--- config.mk ---
export PLATFORM = sky130hd
export DESIGN_NAME = bracket_command_frame_parser
export DESIGN_NICKNAME = d
export VERILOG_FILES = /design/src/rtl/core/bcfp_pkg.sv /design/src/rtl/core/bcfp_ram.sv /design/src/rtl/core/bracket_command_frame_parser.sv
export VERILOG_INCLUDE_DIRS = /design/src /design/src/rtl/core
export SDC_FILE = /design/constraint.sdc
export NUM_CORES = 1
export LEC_CHECK = 0
export ABC_AREA = 1
export BUFFER_PORTS_ARGS = -buffer_cell sky130_fd_sc_hd__buf_2
export CAP_MARGIN = 0
export CORE_UTILIZATION = 60
export DETAILED_ROUTE_END_ITERATION = 8
export PLACE_DENSITY = 0.77
export SLEW_MARGIN = 20
export SYNTH_ARGS = -nofsm -noshare
export SYNTH_HDL_FRONTEND = slang
export SYNTH_SLANG_ARGS = --single-unit
export TNS_END_PERCENT = 5
--- constraint.sdc ---
create_clock -name clk -period 5.5 [get_ports clk]
set_clock_uncertainty 0.15 [all_clocks]
set_input_delay 0 -clock clk [delete_from_list [all_inputs] [get_ports clk]]
set_output_delay 0 -clock clk [all_outputs]
set_load 0.005 [all_outputs]
--- src/rtl/core/bracket_command_frame_parser_assert.svh ---
// assertion macros for the bracket command frame parser
`ifndef BRACKET_COMMAND_FRAME_PARSER_ASSERT_SVH
`define BRACKET_COMMAND_FRAME_PARSER_ASSERT_SVH

`ifndef ASSERT_OFF
`define BCFP_ASSERT(lbl, prop, msg) \
    lbl: assert property (@(posedge clk) disable iff (!rst_n) prop) else $error(msg);
`define BCFP_ASSERT_IMPL(lbl, ante, cons, msg) \
    `BCFP_ASSERT(lbl, (ante) |-> (cons), msg)
`else
`define BCFP_ASSERT(lbl, prop, msg)
`define BCFP_ASSERT_IMPL(lbl, ante, cons, msg)
`endif

`endif

--- src/rtl/core/bcfp_pkg.sv ---
// constants and helpers for the bracket command frame parser
package bcfp_pkg;

    localparam int STORE_DEPTH = 18;
    localparam int ADDR_W      = $clog2(STORE_DEPTH);
    localparam int CNT_W       = $clog2(STORE_DEPTH + 1);

    typedef logic [7:0]        char_t;
    typedef logic [ADDR_W-1:0] addr_t;
    typedef logic [CNT_W-1:0]  count_t;

    localparam char_t CH_LBRACK = 8'h5B;
    localparam char_t CH_RBRACK = 8'h5D;
    localparam char_t CH_UP_A   = 8'h41;
    localparam char_t CH_UP_Z   = 8'h5A;
    localparam char_t CH_UP_F   = 8'h46;
    localparam char_t CH_LO_A   = 8'h61;
    localparam char_t CH_LO_F   = 8'h66;
    localparam char_t CH_ZERO   = 8'h30;
    localparam char_t CH_NINE   = 8'h39;

    function automatic logic is_digit(input char_t c);
        return (c >= CH_ZERO) && (c <= CH_NINE);
    endfunction

    function automatic logic is_upper(input char_t c);
        return (c >= CH_UP_A) && (c <= CH_UP_Z);
    endfunction

    function automatic logic is_hex(input char_t c);
        return is_digit(c) || ((c >= CH_UP_A) && (c <= CH_UP_F)) ||
               ((c >= CH_LO_A) && (c <= CH_LO_F));
    endfunction

endpackage

--- src/rtl/core/bcfp_ram.sv ---
// generic single-write, single-read ram with registered read data
module bcfp_ram #(
    parameter int WIDTH = 8,
    parameter int DEPTH = 18
) (
    input  logic                     clk,
    input  logic                     we,
    input  logic [$clog2(DEPTH)-1:0] waddr,
    input  logic [WIDTH-1:0]         wdata,
    input  logic                     re,
    input  logic [$clog2(DEPTH)-1:0] raddr,
    output logic [WIDTH-1:0]         rdata
);

    logic [WIDTH-1:0] mem [DEPTH];
    logic [WIDTH-1:0] rdata_reg;

    always_ff @(posedge clk)
    begin
        if (we)
        begin
            mem[waddr] <= wdata;
        end
        if (re)
        begin
            rdata_reg <= mem[raddr];
        end
    end

    assign rdata = rdata_reg;

endmodule

--- src/rtl/core/bracket_command_frame_parser.sv ---
// bracket command frame parser: frame recognizer, data store and frame replay
// after the closing ']', replay registers '[' first once the output register is free
// throughput: one input character per cycle while parsing; a frame of 2N+4 characters
// replays one per cycle, data from the ram, while m_tready is high; input held off
// reset: state, counters and output valid clear at once; the data ram is not cleared
`include "bracket_command_frame_parser_assert.svh"
module bracket_command_frame_parser (
    input  logic              clk,
    input  logic              rst_n,
    input  logic              s_tvalid,
    output logic              s_tready,
    input  bcfp_pkg::char_t   s_tdata,   // [7:0] in_char
    output logic              m_tvalid,
    input  logic              m_tready,
    output bcfp_pkg::char_t   m_tdata,   // [7:0] frame_char
    output logic              m_tlast    // frame_last
);
    import bcfp_pkg::*;

    localparam logic [3:0] ST_WAIT    = 4'd0;
    localparam logic [3:0] ST_CMD     = 4'd1;
    localparam logic [3:0] ST_LEN     = 4'd2;
    localparam logic [3:0] ST_DATA    = 4'd3;
    localparam logic [3:0] ST_END     = 4'd4;
    localparam logic [3:0] ST_E_OPEN  = 4'd5;
    localparam logic [3:0] ST_E_CMD   = 4'd6;
    localparam logic [3:0] ST_E_LEN   = 4'd7;
    localparam logic [3:0] ST_E_DATA  = 4'd8;
    localparam logic [3:0] ST_E_CLOSE = 4'd9;

    logic [3:0] state_reg, state_next;
    char_t      cmd_reg, cmd_next;
    logic [3:0] len_reg, len_next;
    count_t     count_reg, count_next;
    count_t     idx_reg, idx_next;
    logic       m_valid_reg, m_valid_next;
    char_t      m_data_reg, m_data_next;
    logic       m_last_reg, m_last_next;

    logic   in_xfer;
    logic   out_free;
    logic   emitting;
    logic   ram_we;
    logic   ram_re;
    char_t  ram_rdata;

    assign emitting = (state_reg >= ST_E_OPEN);
    assign s_tready = !emitting;
    assign in_xfer  = s_tvalid && s_tready;
    assign out_free = !m_valid_reg || m_tready;

    assign ram_we = in_xfer && (s_tdata != CH_LBRACK) && (state_reg == ST_DATA) &&
                    is_hex(s_tdata) && (count_reg < count_t'(STORE_DEPTH));
    // read address runs one step ahead so back-to-back data characters see fresh data;
    // writes end before the end state and the replay header, so no forwarding
    assign ram_re = (idx_next < count_t'(STORE_DEPTH));

    bcfp_ram #(
        .WIDTH (8),
        .DEPTH (STORE_DEPTH)
    ) u_store (
        .clk   (clk),
        .we    (ram_we),
        .waddr (count_reg[ADDR_W-1:0]),
        .wdata (s_tdata),
        .re    (ram_re),
        .raddr (idx_next[ADDR_W-1:0]),
        .rdata (ram_rdata)
    );

    always_comb
    begin
        state_next   = state_reg;
        cmd_next     = cmd_reg;
        len_next     = len_reg;
        count_next   = count_reg;
        idx_next     = idx_reg;
        m_data_next  = m_data_reg;
        m_last_next  = m_last_reg;
        m_valid_next = m_valid_reg && !m_tready;

        if (in_xfer)
        begin
            if (s_tdata == CH_LBRACK)
            begin
                state_next = ST_CMD;
                count_next = '0;
            end
            else
            begin
                case (state_reg)
                    ST_WAIT:
                    begin
                        state_next = ST_WAIT;
                    end
                    ST_CMD:
                    begin
                        if (is_upper(s_tdata))
                        begin
                            cmd_next   = s_tdata;
                            state_next = ST_LEN;
                        end
                        else
                        begin
                            state_next = ST_WAIT;
                        end
                    end
                    ST_LEN:
                    begin
                        if (is_digit(s_tdata))
                        begin
                            len_next   = s_tdata[3:0];
                            state_next = (s_tdata[3:0] == 4'd0) ? ST_END : ST_DATA;
                        end
                        else
                        begin
                            state_next = ST_WAIT;
                        end
                    end
                    ST_DATA:
                    begin
                        if (ram_we)
                        begin
                            count_next = count_reg + count_t'(1);
                            if ((count_reg + count_t'(1)) == {len_reg, 1'b0})
                            begin
                                state_next = ST_END;
                            end
                        end
                        else
                        begin
                            state_next = ST_WAIT;
                            count_next = '0;
                        end
                    end
                    ST_END:
                    begin
                        if (s_tdata == CH_RBRACK)
                        begin
                            state_next = ST_E_OPEN;
                            idx_next   = '0;
                        end
                        else
                        begin
                            state_next = ST_WAIT;
                        end
                    end
                    default:
                    begin
                        state_next = ST_WAIT;
                    end
                endcase
            end
        end
        else if (emitting && out_free)
        begin
            m_valid_next = 1'b1;
            m_last_next  = 1'b0;
            case (state_reg)
                ST_E_OPEN:
                begin
                    m_data_next = CH_LBRACK;
                    state_next  = ST_E_CMD;
                end
                ST_E_CMD:
                begin
                    m_data_next = cmd_reg;
                    state_next  = ST_E_LEN;
                end
                ST_E_LEN:
                begin
                    m_data_next = {4'h3, len_reg};
                    state_next  = (count_reg == '0) ? ST_E_CLOSE : ST_E_DATA;
                end
                ST_E_DATA:
                begin
                    m_data_next = ram_rdata;
                    idx_next    = idx_reg + count_t'(1);
                    if ((idx_reg + count_t'(1)) == count_reg)
                    begin
                        state_next = ST_E_CLOSE;
                    end
                end
                ST_E_CLOSE:
                begin
                    m_data_next = CH_RBRACK;
                    m_last_next = 1'b1;
                    state_next  = ST_WAIT;
                    count_next  = '0;
                    idx_next    = '0;
                end
                default:
                begin
                    m_valid_next = m_valid_reg && !m_tready;
                    state_next   = ST_WAIT;
                end
            endcase
        end
    end

    always_ff @(posedge clk or negedge rst_n)
    begin
        if (!rst_n)
        begin
            state_reg   <= ST_WAIT;
            cmd_reg     <= '0;
            len_reg     <= '0;
            count_reg   <= '0;
            idx_reg     <= '0;
            m_valid_reg <= 1'b0;
            m_last_reg  <= 1'b0;
        end
        else
        begin
            state_reg   <= state_next;
            cmd_reg     <= cmd_next;
            len_reg     <= len_next;
            count_reg   <= count_next;
            idx_reg     <= idx_next;
            m_valid_reg <= m_valid_next;
            m_last_reg  <= m_last_next;
        end
    end

    always_ff @(posedge clk)
    begin
        m_data_reg <= m_data_next;
    end

    assign m_tvalid = m_valid_reg;
    assign m_tdata  = m_data_reg;
    assign m_tlast  = m_last_reg;

    `BCFP_ASSERT_IMPL(a_idx_in_range, state_reg == ST_E_DATA, idx_reg < count_reg,
                      "replay index past data count")
    `BCFP_ASSERT_IMPL(a_last_is_close, m_tvalid && m_tlast, m_tdata == CH_RBRACK,
                      "frame end flag on a character other than close bracket")
    `BCFP_ASSERT_IMPL(a_no_write_in_replay, ram_we, !emitting,
                      "data store written during frame replay")
    `BCFP_ASSERT_IMPL(a_count_bound, state_reg == ST_DATA,
                      count_reg < (count_t'(len_reg) << 1),
                      "data count reached length outside data phase exit")

endmodule

**Yosys cells after proc, flatten, opt, wreduce, memory -nomap -nowiden**

Memory sizes are Yosys's and may differ from the RTL's. A register that Yosys moved wholly into a read port is not among the register bits.
Index checks and enable logic that the tools add are counted.

- Flip-flop bits (word level): 36
- Memory bits (writable): 144
- Bits of input ports: 12
- Output and inout bits: 11
- Word-level logic and storage cells: 101
- Memories: 1

Memory list:

| memory | words | bits a word | rd ports | clocked after memory_dff | write ports | RTL line | text |
|---|---|---|---|---|---|---|---|
| u_store.mem | 18 | 8 | 1 | 1 | 1 | bcfp_ram.sv:15 | `logic [WIDTH-1:0] mem [DEPTH];` |

- $add $sub $neg: 2
- Magnitude comparators: 10
- Equal/unequal tests: 17
- Muxes and demuxes: 32
- Bitwise operators: 2
- Reductions and logical operators: 29

Operators by type and width:

| kind | number |
|---|---|
| 5-bit two-way mux | 11 |
| 8-bit one-hot mux with 5 select lines | 1 |
| 4-bit one-hot mux with 4 select lines | 2 |
| 8-bit by 7-bit less-or-equal comparator with 1-bit output, second input constant | 3 |
| 4-bit two-way mux | 6 |
| 4-bit by 3-bit == test with 1-bit output, second input constant | 4 |
| 8-bit by 7-bit == test with 1-bit output, second input constant | 2 |
| 8-bit by 7-bit greater-or-equal comparator with 1-bit output, second input constant | 2 |
| 1-bit logical AND | 11 |
| 5-bit by 1-bit adder with 5-bit output, second input constant | 2 |
| 5-bit == test | 2 |
| 5-bit < comparator, second input constant | 2 |
| 5-bit one-hot mux with 2 select lines | 1 |
| 3-bit two-way mux | 3 |
| 3-bit AND reduction | 3 |
| 4-bit by 2-bit == test with 1-bit output, second input constant | 2 |
| 4-bit == test, second input constant | 2 |
| 8-bit by 6-bit greater-or-equal comparator with 1-bit output, second input constant | 1 |
| 8-bit by 6-bit less-or-equal comparator with 1-bit output, second input constant | 1 |
| 8-bit by 7-bit != test with 1-bit output, second input constant | 1 |
| 4-bit AND reduction | 2 |
| 1-bit two-way mux | 7 |
| 5-bit zero test | 1 |
| 5-bit by 3-bit != test with 1-bit output, second input constant | 1 |
| other kinds (13) | 19 |

**Logic depth before layout (Yosys ltp)**

Gate-level depths: netlist of run 1.

- Depth in word-level cells: 11
- Gate-level depth with buffers: 17
- Mapped depth without buffers: 15

**Hierarchy**

A second synthesis of run 1 with hierarchy kept.

- Cells, all modules: 945
- Area total of the unflattened synthesis: 8856.0 µm²

Modules (own cells, without submodules):

| module | instances | cells an instance | area an instance (µm²) | sequential area each (µm²) |
|---|---|---|---|---|
| bcfp_ram | 1 | 616 | 6556.3 | 4564.4 |
| bracket_command_frame_parser | 1 | 329 | 2299.7 | 940.9 |

**Worst setup path after synthesis of run 1**

OpenSTA, ideal clock, no wires.

- Path kind: register to register
- Start point: register state_reg[0]
- End point: memory u_store.mem[13][0], enable pin
- Library setup time: 370 ps
- Arrival: 1850 ps
- Data required time: 4980 ps
- Setup slack: 3129 ps
- Stages on the path, launching flop included: 10
- Buffers on the path: 0
- Period minus slack after synthesis: 2371 ps
- Cells stage by stage: dfrtp_1 -> nor2_4 -> nand2_2 -> a21oi_4 -> nand2_1 -> inv_1 -> nand3_2 -> inv_1 -> nand2_1 -> nor2_1

- Word-level cells in the longest chain between the ends: 9
- Elaborated cells between the ends (all ways): 10
- Those cells by class: 1 x order compare; 1 x eq/ne; 2 x mux; 6 x reduce/logical

RTL lines:

| element | RTL line | text |
|---|---|---|
| start: declaration | bracket_command_frame_parser.sv:31 | `logic [3:0] state_reg, state_next;` |
| start signal: assignment | bracket_command_frame_parser.sv:215 | `state_reg <= state_next;` |
| 4-bit by 3-bit greater-or-equal comparator with 1-bit output | bracket_command_frame_parser.sv:47 | `assign emitting = (state_reg >= ST_E_OPEN);` |
| 1-bit zero test | bracket_command_frame_parser.sv:48 | `assign s_tready = !emitting;` |
| 1-bit logical AND | bracket_command_frame_parser.sv:49 | `assign in_xfer = s_tvalid && s_tready;` |
| 1-bit logical AND | bracket_command_frame_parser.sv:52 | `assign ram_we = in_xfer && (s_tdata != CH_LBRACK) && (state_reg == ST_DATA) &&` |
| 1-bit logical AND * (2 in series) | bracket_command_frame_parser.sv:52 |  |
| 1-bit logical AND * | bracket_command_frame_parser.sv:53 | `is_hex(s_tdata) && (count_reg < count_t'(STORE_DEPTH));` |
| 1-bit two-way mux * | bcfp_ram.sv:20 | `if (we)` |
| 1-bit two-way mux (not written as such) * | bcfp_ram.sv:22 | `mem[waddr] <= wdata;` |
| end: declaration | bcfp_ram.sv:15 |  |

Every way passes the cells marked *; elsewhere a longest branch is shown, timed or not.

**Final worst setup path of run 1**

- Start point: register state_reg[1]
- End point: register u_store.rdata_reg[5], in the netlist u_store.rdata[5] (read register of u_store.mem), data pin

- Word-level cells in the longest chain between the ends: 5
- Elaborated cells between the ends (all ways): 13
- Those cells by class: 2 x order compare; 3 x eq/ne; 5 x mux; 3 x reduce/logical

RTL lines:

| element | RTL line | text |
|---|---|---|
| 4-bit by 3-bit greater-or-equal comparator with 1-bit output, or another cell as far along | bracket_command_frame_parser.sv:47 |  |
| 1-bit logical AND, or another cell as far along | bracket_command_frame_parser.sv:155 | `else if (emitting && out_free)` |
| 5-bit two-way mux, or another cell as far along | bracket_command_frame_parser.sv:155 |  |
| 5-bit two-way mux * | bracket_command_frame_parser.sv:82 | `if (in_xfer)` |
| 5-bit < comparator | bracket_command_frame_parser.sv:56 | `assign ram_re = (idx_next < count_t'(STORE_DEPTH));` |
| end: declaration | bcfp_ram.sv:16 | `logic [WIDTH-1:0] rdata_reg;` |

Marks and branches as above.
A chain may end at the register's enable or synchronous reset.

==> metrics, run 1 <==
total grt overflow 0; TritonCTS Buffers 17; commonest non-fill, non-tap cell in the layout nand2_1; top_reg_cell synth edfxtp_1; # IOs 23; initial antenna violation count 0; ANT cells 0; WL/cell 19.6 um; Hold Worst Slack -0.0261 ns; Max FO, Critical Path 57; share of layout cells above drive strength 1 0.0943; Design Area, Final 0.00952 sq mm; total number of vias ~6.4k; Seq/Total Area, Yosys 0.637; area of the multi-input gates about 0.0026 sq mm; Leak Pwr 3.79 nW; syn_nets ~880; kind of end point of the critical path flop; number of core rows 43; H-tree levels 4; gr usage total 0.303; worst hold path type input port to async pin; detailed-router iteration count before antenna repair 5; Worst Path Arrival 4.16 ns; highest metal used met4; failing checks negative hold slack; yosys warns 0; Die H 122 um; Worst R2R Path Depth 15; EDFF count, synth 160; core footprint between 0.01 and 0.015 sq mm; Syn Inst Count between 800 and 900; synthesis-to-layout area growth 10.0%; root buffer cell clkbuf_16; WL met1 8770 um; Fin. Hold Viols 28; largest reg by FF count u_store.mem; flop-to-flop setup slack between 1 and 1.5 ns; PwrDens 330 mW/mm^2; Final Max Tran Viols 0; register area about 0.0055 sq mm; setup violators final 0; worst path required time 5.55 ns; DRC errors left 0; synthesized area 0.00865 sq mm; first-pass GRT wire length 32800 um; gpl congestion 0.945; Max Fclk 243 MHz; minimum clock period about 4.1 ns; reg2reg start state_reg[1]; type of origin of the critical path flop; initial core utilization 0.618; Filler Cell Count 1074; number of DRC markers in iteration 0 694; largest vdd supply drop 0.375 mV; most frequent cells in the layout nand2_1 (215), edfxtp_1 (160), nand3_1 (154); Post-DP HPWL approximately 14000 um; Die Wd 122 um; Longest Clk Path Bufs 2; met2 WL 10400 um; Routed WL 21200 um; post-CTS setup buffer count 0; largest net degree at the start of global routing 58; setup TNS 0 ns; CTS tree yes; ANT nets after route 0; Die Area 0.0149 sq mm; Via-to-Cell Ratio approximately 5.9; nets@finish 905; share of flip-flops with an asynchronous set or reset 0.149; Crit Path Class flop to flop; Post-CTS Resized 0; worst skew pair latency around 0.44 ns; clock slew at reported path FFs 0.07 ns; routed wl met3 1480 um; Worst Max-Slew Pin Slew 1.05 ns; Synth Register Bits 188; max reg flops 144; cts hold-fix bufs 11; placed inst area 0.00882 sq mm; Netlist cell types 37; period utilization 0.747; Slew Limit Headroom 0.295; RSZ-0062 raised after global routing no; vias in the first global route 5961; max_cap viols 0; I/O Buffers 22; RR Endpoint u_store.rdata[5]; mean post-synth cell area 10.0 sq um; outcome complete, but fails checks; Clock Sinks 188
==> cell type report <==
type,count,share of cell area
clock inverters,15,0.0166
inverters,89,0.0354
clock buffers,17,0.0447
repair buffers,35,0.0247
multi-input cells,557,0.276
flip-flops and latches,188,0.579
well taps,180,0.0237
==> synthesized netlist by cell type (2+ instances only) <==
cell,instances,area share
nor2_4,2,0.0026
nor2_1,83,0.036
a21oi_1,10,0.0058
edfxtp_1,160,0.56
buf_4,3,0.0026
o21ai_0,21,0.012
clkbuf_1,2,0.00087
nand2_1,215,0.093
nand4_1,4,0.0029
nand3_2,4,0.0046
nand2_2,8,0.0058
o22ai_1,3,0.0022
o21ai_1,8,0.0046
nand3b_1,8,0.0069
nand3_1,154,0.089
ha_1,5,0.0072
clkinv_1,2,0.00087
buf_6,4,0.0052
inv_1,79,0.034
inv_2,7,0.0030
nor3_1,6,0.0035
a21oi_2,2,0.0020
buf_2,21,0.012
dfrtp_1,28,0.081
o211ai_1,4,0.0035
xor2_1,8,0.0081
xnor2_1,3,0.0030
==> metrics by stage <==
stage               power, mW  utilization  std cells  worst slack (ns)
global route             3.23        0.680       1081              1.04
floorplan                1.84            -        864              3.13
detailed placement       1.94        0.630       1038              1.46
global placement         1.93        0.630       1038              1.51
CTS                      3.13        0.680       1081              1.39
finish                   3.14        0.680       1081              1.39
==> logic make-up after synthesis <==
kind of cell               count (synthesis)  synth area share
AOI/OAI and AO/OA                         52            0.0349
xor gates and xnor gates                  11            0.0111
adders and majority gates                  5           0.00723
buffers and inverters                    119            0.0598
DFF                                      188             0.637
and+or+nand+nor                          489             0.250
==> report_power, final <==
part           leakage, nW  internal, mW  switching, mW
clock network        0.283         0.642          0.577
logic                 1.70        0.0889          0.226
registers             1.81          1.58         0.0261
==> how the worst max path moves through the flow <==
| stage | start | to | slack [ns] | depth (start not counted) |
|---|---|---|---|---|
| 2_1_floorplan | state_reg[0] | u_store.mem[13][0] | 3.13 | 9 |
| 3_3_place_gp | state_reg[1] | u_store.rdata[5] | 1.51 | 15 |
| 3_5_place_dp | state_reg[1] | u_store.rdata[5] | 1.46 | 15 |
| 4_1_cts | state_reg[1] | u_store.rdata[4] | 1.39 | 15 |
| 5_1_grt | state_reg[1] | u_store.rdata[5] | 1.04 | 15 |
| 6_report | state_reg[1] | u_store.rdata[5] | 1.39 | 15 |
==> layer usage <==
layer,vias up,track usage
met1,3046,0.419
li1,2969,-
met2,311,0.482
met5,-,0
met4,0,0.123
met3,51,0.0501
==> worst max-delay path, stage by stage (launching register included) <==
cell and delay [ns]:
dfrtp_1 0.47, inv_2 0.12, nand2_2 0.09, nand2_1 0.08, nand3_2 0.10, nand2_1 0.09, clkinv_1 0.07, nand2_2 0.75
nand2_2 0.81, buf_4 0.50, nand2_1 0.10, nand3_1 0.09, nand3_1 0.17, nand3_1 0.12, nand2_1 0.10, nand2_1 0.05
(Power assumes the default switching activity.)
==> inputs of run 2 (changes only) <==
==> constraint.sdc (replaced) <==
create_clock -name clk -period 4.24 [get_ports clk]
set_clock_uncertainty 0.15 [all_clocks]
set_input_delay 0 -clock clk [delete_from_list [all_inputs] [get_ports clk]]
set_output_delay 0 -clock clk [all_outputs]
set_load 0.005 [all_outputs]
==> run 2 against run 1 <==
Compared with the run above: the run now ends clean; first-iteration DRC count grew 7.2%; critical path depth is the same; sequential share of layout area decreased by 0.17 points; clock power grew 30%; via count grew 0.66%; cell count up 0.37%.
==> metrics, run 2 (same netlist as run 1, synthesis figures left out) <==
placed inst area 0.00883 sq mm; PwrDens 426 mW/mm^2; nets@finish roughly 910; Global Route met2 Usage 0.502; flop-to-flop setup slack around 1.0 ns; worst skew pair latency ~0.44 ns; largest vdd supply drop 0.336 mV; delay-heaviest family, CP buffers and inverters; met3 GRT Util 0.0632; # IOs 23; max reg flops 144; max_cap viols 0; type of origin of the critical path input port; Leak Pwr 3.80 nW; Die Wd 122 um; GRT busiest layer met2; CTS tree yes; Clock Sinks 188; gr usage total 0.309; synthesis-to-layout area growth 10.4%; DRC errors left 0; largest reg by FF count u_store.mem; Crit Path Class input port to flop; Hold Worst Slack 0.284 ns; setup TNS 0 ns; number of DRC markers in iteration 0 744; worst path required time about 4.3 ns; H-tree levels 4; Final Max Tran Viols 0; setup violators final 0; Filler Cell Count ~1.1k; met1 Use GR 0.403; total grt overflow 0; worst setup path startpoint s_tdata[0]; Design Area, Final 0.00954 sq mm; number of core rows 43; kind of end point of the critical path flop; share of layout cells above drive strength 1 0.0939; core footprint ~0.014 sq mm; largest net degree at the start of global routing 57; total number of vias ~6.4k; clock slew at reported path FFs 0.08 ns; worst hold path type input port to flop; Routed WL 21300 um; vias in the first global route 6186; slowest stage delay, CP 0.65 ns; Max FO, Critical Path 34; most frequent cells in the layout nand2_1 (215), edfxtp_1 (160), nand3_1 (154); Die H 122 um; root buffer cell clkbuf_16; commonest non-fill, non-tap cell in the layout nand2_1; Worst R2R Path Depth 9; Max Fclk roughly 310 MHz; Via-to-Cell Ratio 5.92; RR Endpoint u_store.rdata[4]; Longest Clk Path Bufs 2; TritonCTS Buffers 17; period utilization 0.756; reg2reg start state_reg[1]; Cell Chain, Critical Path dlygate4sd3_1 -> buf_2 -> inv_1 -> nor2_1 -> nand2_1 -> nor2_1 -> a21oi_1 -> nand2_1 -> nand2_2 -> inv_2 -> nand3_1 -> nand3_1 -> nand3_1 -> nand2_1 -> nand2_1; initial antenna violation count 0; Slew Limit Headroom 0.343; ANT cells 0; Worst Path Arrival 3.25 ns; crit path buf inv count 4; minimum clock period 3.21 ns; CP dominant cell by count nand2_1; Slowest-stage cell, CP inv_2; Worst Max-Slew Pin Slew 0.981 ns; total stage count of the critical path 15; Post-CTS Resized 0; RSZ-0062 raised after global routing no; I/O Buffers 22; crit path to u_store.rdata[7]; initial core utilization 0.618; outcome complete, no violations; gpl congestion 0.901; Die Area between 0.01 and 0.015 sq mm; WL/cell 19.6 um; Hold Crit Start m_tready; first-pass GRT wire length around 33000 um; Post-DP HPWL about 14000 um; detailed-router iteration count before antenna repair 5; Fin. Hold Viols 0; ANT nets after route 0
## run 2: cell types whose count changed in the layout (fill, tap and decap cells not counted)
cell           previous run  this run
clkinvlp_4                2         3
nor3_1                    5         6
nor3_2                    1         0
clkinv_2                  2         0
dlygate4sd3_1            11        13
inv_8                     3         2
buf_4                     2         4
clkbuf_1                  0         1
inv_6                     4         5
## run 2: worst min-delay path by stage
stage / end / slack, ns / cells after the start
after global routing: cmd_reg[6] / 0.34 / 2
after floorplan: cmd_reg[0] / -0.45 / 0
after CTS: m_tvalid / 0.28 / 5
after detailed placement: m_tvalid / -0.07 / 1
after global placement: m_tlast / -0.09 / 1
final: m_tvalid / 0.28 / 5
## run 2: metal layers
metal / up-vias / share of wire
li1: 2967 / -
met1: 3039 / 0.40
met2: 343 / 0.48
met3: 70 / 0.081
met4: 0 / 0.033
met5: - / 0
## run 2: what timing repair did
action | CTS | global route
setup buffers | 0 | 0
hold endpoints to repair | 184 | 0
endpoints found under the setup margin | 0 | 0
hold buffers | 13 | 0
## run 2: cell type report
class,instances,area [sq um],share of cell area
Timing Repair Buffer,39,270,0.0283
Inverter,89,337,0.0353
Clock buffer,18,429,0.0450
Clock inverter,14,153,0.0160
Sequential cell,188,5510,0.577
Multi-Input combinational cell,557,2630,0.275
Tap cell,180,225,0.0236
## run 2: report_power, final
group	internal (mW)	switching [mW]	total, mW
combinational	0.116	0.295	0.411
sequential	2.05	0.0270	2.07
clock	0.833	0.744	1.58
total	3.00	1.07	4.06
## run 2: worst min-delay path: stages
cell	delay (ns)
dlygate4sd3_1	0.52
buf_2	0.09
inv_1	0.03
nand2_1	0.13
nand2_1	0.07
## run 2: through the flow
stage | utilization | total power, mW | instances | setup slack, ns
floorplan | - | 2.39 | 864 | 1.87
global placement | 0.631 | 2.50 | 1040 | 1.13
detailed placement | 0.631 | 2.51 | 1040 | 1.09
global route | 0.682 | 4.18 | 1085 | 0.702
CTS | 0.682 | 4.06 | 1085 | 1.06
finish | 0.682 | 4.06 | 1085 | 1.03
==> inputs of run 3 (changes only) <==
--- a/config.mk
+++ b/config.mk
@@ -9,9 +9,9 @@
 export ABC_AREA = 1
 export BUFFER_PORTS_ARGS = -buffer_cell sky130_fd_sc_hd__buf_2
 export CAP_MARGIN = 0
-export CORE_UTILIZATION = 60
+export CORE_UTILIZATION = 56
 export DETAILED_ROUTE_END_ITERATION = 8
-export PLACE_DENSITY = 0.77
+export PLACE_DENSITY = 0.76
 export SLEW_MARGIN = 20
 export SYNTH_ARGS = -nofsm -noshare
 export SYNTH_HDL_FRONTEND = slang
==> constraint.sdc (replaced) <==
create_clock -name clk -period 2.75 [get_ports clk]
set_clock_uncertainty 0.15 [all_clocks]
set_input_delay 0 -clock clk [delete_from_list [all_inputs] [get_ports clk]]
set_output_delay 0 -clock clk [all_outputs]
set_load 0.005 [all_outputs]
==> run 3 against run 2 <==
Compared with the run above: clock power grew 59%; largest cell class unchanged; first-iteration DRC count grew 7.7%; wire length grew 1.8%; cell count grew 4.1%; sequential share of layout area shrank 2.5 points; critical path depth shrank 1; cell area grew 4.6%; power grew 58%.
==> metrics, run 3 (same netlist as run 1, synthesis figures left out) <==
CTS tree yes; RR Endpoint u_store.rdata[1]; # IOs 23; Setup WS post-layout 0.101 ns; DRC errors left 0; total power between 6 and 7 mW; minimum clock period 2.65 ns; first-pass GRT wire length 33800 um; most frequent cells in the layout nand2_1 (213), edfxtp_1 (160), nand3_1 (154); Filler Cell Count approximately 1.1k; Max FO, Critical Path 33; clock slew at reported path FFs 0.08 ns; total number of vias between 6k and 7k; Design Area, Final between 0.009 and 0.01 sq mm; Leak Pwr 4.04 nW; type of origin of the critical path flop; ANT cells 0; Setup WS pre-CTS 0.0783 ns; worst hold path type input port to flop; largest vdd supply drop between 0.6 and 0.7 mV; Longest Clk Path Bufs 2; commonest non-fill, non-tap cell in the layout nand2_1; Die H 126 um; initial core utilization 0.571; Final Max Tran Viols 0; ANT nets after route 0; register area approximately 0.0055 sq mm; initial antenna violation count 0; area of the multi-input gates 0.00267 sq mm; core footprint 0.0151 sq mm; WL/cell 19.2 um; detailed-router iteration count before antenna repair 5; worst hold path depth 2; root buffer cell clkbuf_16; Hold Crit Start s_tdata[2]; Worst R2R Path Depth 14; max reg flops 144; reg2reg start idx_reg[0]; Via-to-Cell Ratio 5.80; outcome complete, no violations; RSZ-0062 raised after global routing no; worst skew pair latency 0.45 ns; gpl congestion 0.944; Max Fclk 377 MHz; Die Wd 126 um; largest net degree at the start of global routing 57; Final Util 0.659; TritonCTS Buffers 17; H-tree levels 4; Crit Path Class flop to flop; Die Area 0.0159 sq mm; share of layout cells above drive strength 1 0.136; nets@finish 945; gr usage total 0.290; worst path required time between 2 and 3 ns; total grt overflow 0; vias in the first global route 6203; PwrDens 643 mW/mm^2; Worst Path Arrival 2.69 ns; largest reg by FF count u_store.mem; placed inst area 0.00919 sq mm; Worst Max-Slew Pin Slew a little under 0.6 ns; period utilization 0.963; setup violators final 0; max_cap viols 0; synthesis-to-layout area growth 15.4%; Post-DP HPWL 14300 um; Clock Sinks ~190; I/O Buffers 22; Hold Path End u_store.mem[14][2]; number of DRC markers in iteration 0 between 800 and 900; Fin. Hold Viols 0; Slew Limit Headroom 0.605; flop-to-flop setup slack between 0.1 and 0.15 ns; setup TNS 0 ns; number of core rows 45; kind of end point of the critical path flop; Routed WL 21700 um
run 3: cell count changes in the layout (fill, tap and decap cells not counted), moves of 2 or more:
cell        before  now
nand2_1        215  213
buf_12           0    7
buf_4            4   34
clkinv_2         0    3
clkinv_8         1    3
clkinvlp_4       3    1
nor2_1          83   81
run 3: layout make-up:
| class | instances | share of cell area |
|---|---|---|
| repair buffers | 75 | 0.0627 |
| clock buffers | 17 | 0.0426 |
| multi-input cells | 557 | 0.267 |
| flip-flops and latches | 188 | 0.552 |
| clock inverters | 15 | 0.0187 |
| inverters | 89 | 0.0337 |
| well taps | 188 | 0.0236 |
run 3: how the worst max path moves through the flow:
| stage | startpoint | end | slack (ns) | cells past startpoint |
|---|---|---|---|---|
| 4_1_cts | state_reg[0] | u_store.mem[2][4] | 0.06 | 10 |
| 2_1_floorplan | state_reg[0] | u_store.mem[17][0] | 0.38 | 9 |
| 3_5_place_dp | state_reg[0] | u_store.mem[2][5] | 0.08 | 10 |
| 5_1_grt | idx_reg[0] | u_store.rdata[1] | 0.01 | 14 |
| 3_3_place_gp | idx_reg[0] | u_store.rdata[1] | 0.09 | 14 |
| 6_report | idx_reg[0] | u_store.rdata[1] | 0.10 | 14 |
run 3: report_power, final:
part	internal, mW	switching, mW	leakage, nW
Sequential	3.16	0.0365	1.81
Combinational	0.241	0.463	1.94
Clock	1.37	1.14	0.299
run 3: critical path, stage by stage, from the launching register on:
cell and delay (ns):
dfrtp_1 0.46, ha_1 0.38, nand3_1 0.13, nand2_1 0.06
nand2_1 0.06, nand2_1 0.05, nand2_1 0.09, nand2_4 0.13
inv_2 0.10, buf_12 0.18, nand3_1 0.11, nand3_1 0.12
nand3_1 0.19, nand2_1 0.12, nand2_1 0.05
run 3: per-stage QoR:
stage | hold slack, ns | cells
6_report | 0.305 | 1129
5_1_grt | 0.327 | 1129
4_1_cts | 0.275 | 1129
3_5_place_dp | -0.0824 | 1084
3_3_place_gp | -0.0863 | 1084
2_1_floorplan | -0.446 | 864
run 3: repair_timing:
item                       CTS  global route
buffers inserted             0             0
gates resized for setup      0            10
hold endpoints to repair   154             0
setup endpoints to repair    0            86
hold buffers                13             0
run 3: routing by layer:
metal | global-route usage | part of all wire
met1 | 0.385 | 0.40
met2 | 0.445 | 0.46
met3 | 0.0892 | 0.11
met4 | 0.120 | 0.032
met5 | 0 | 0
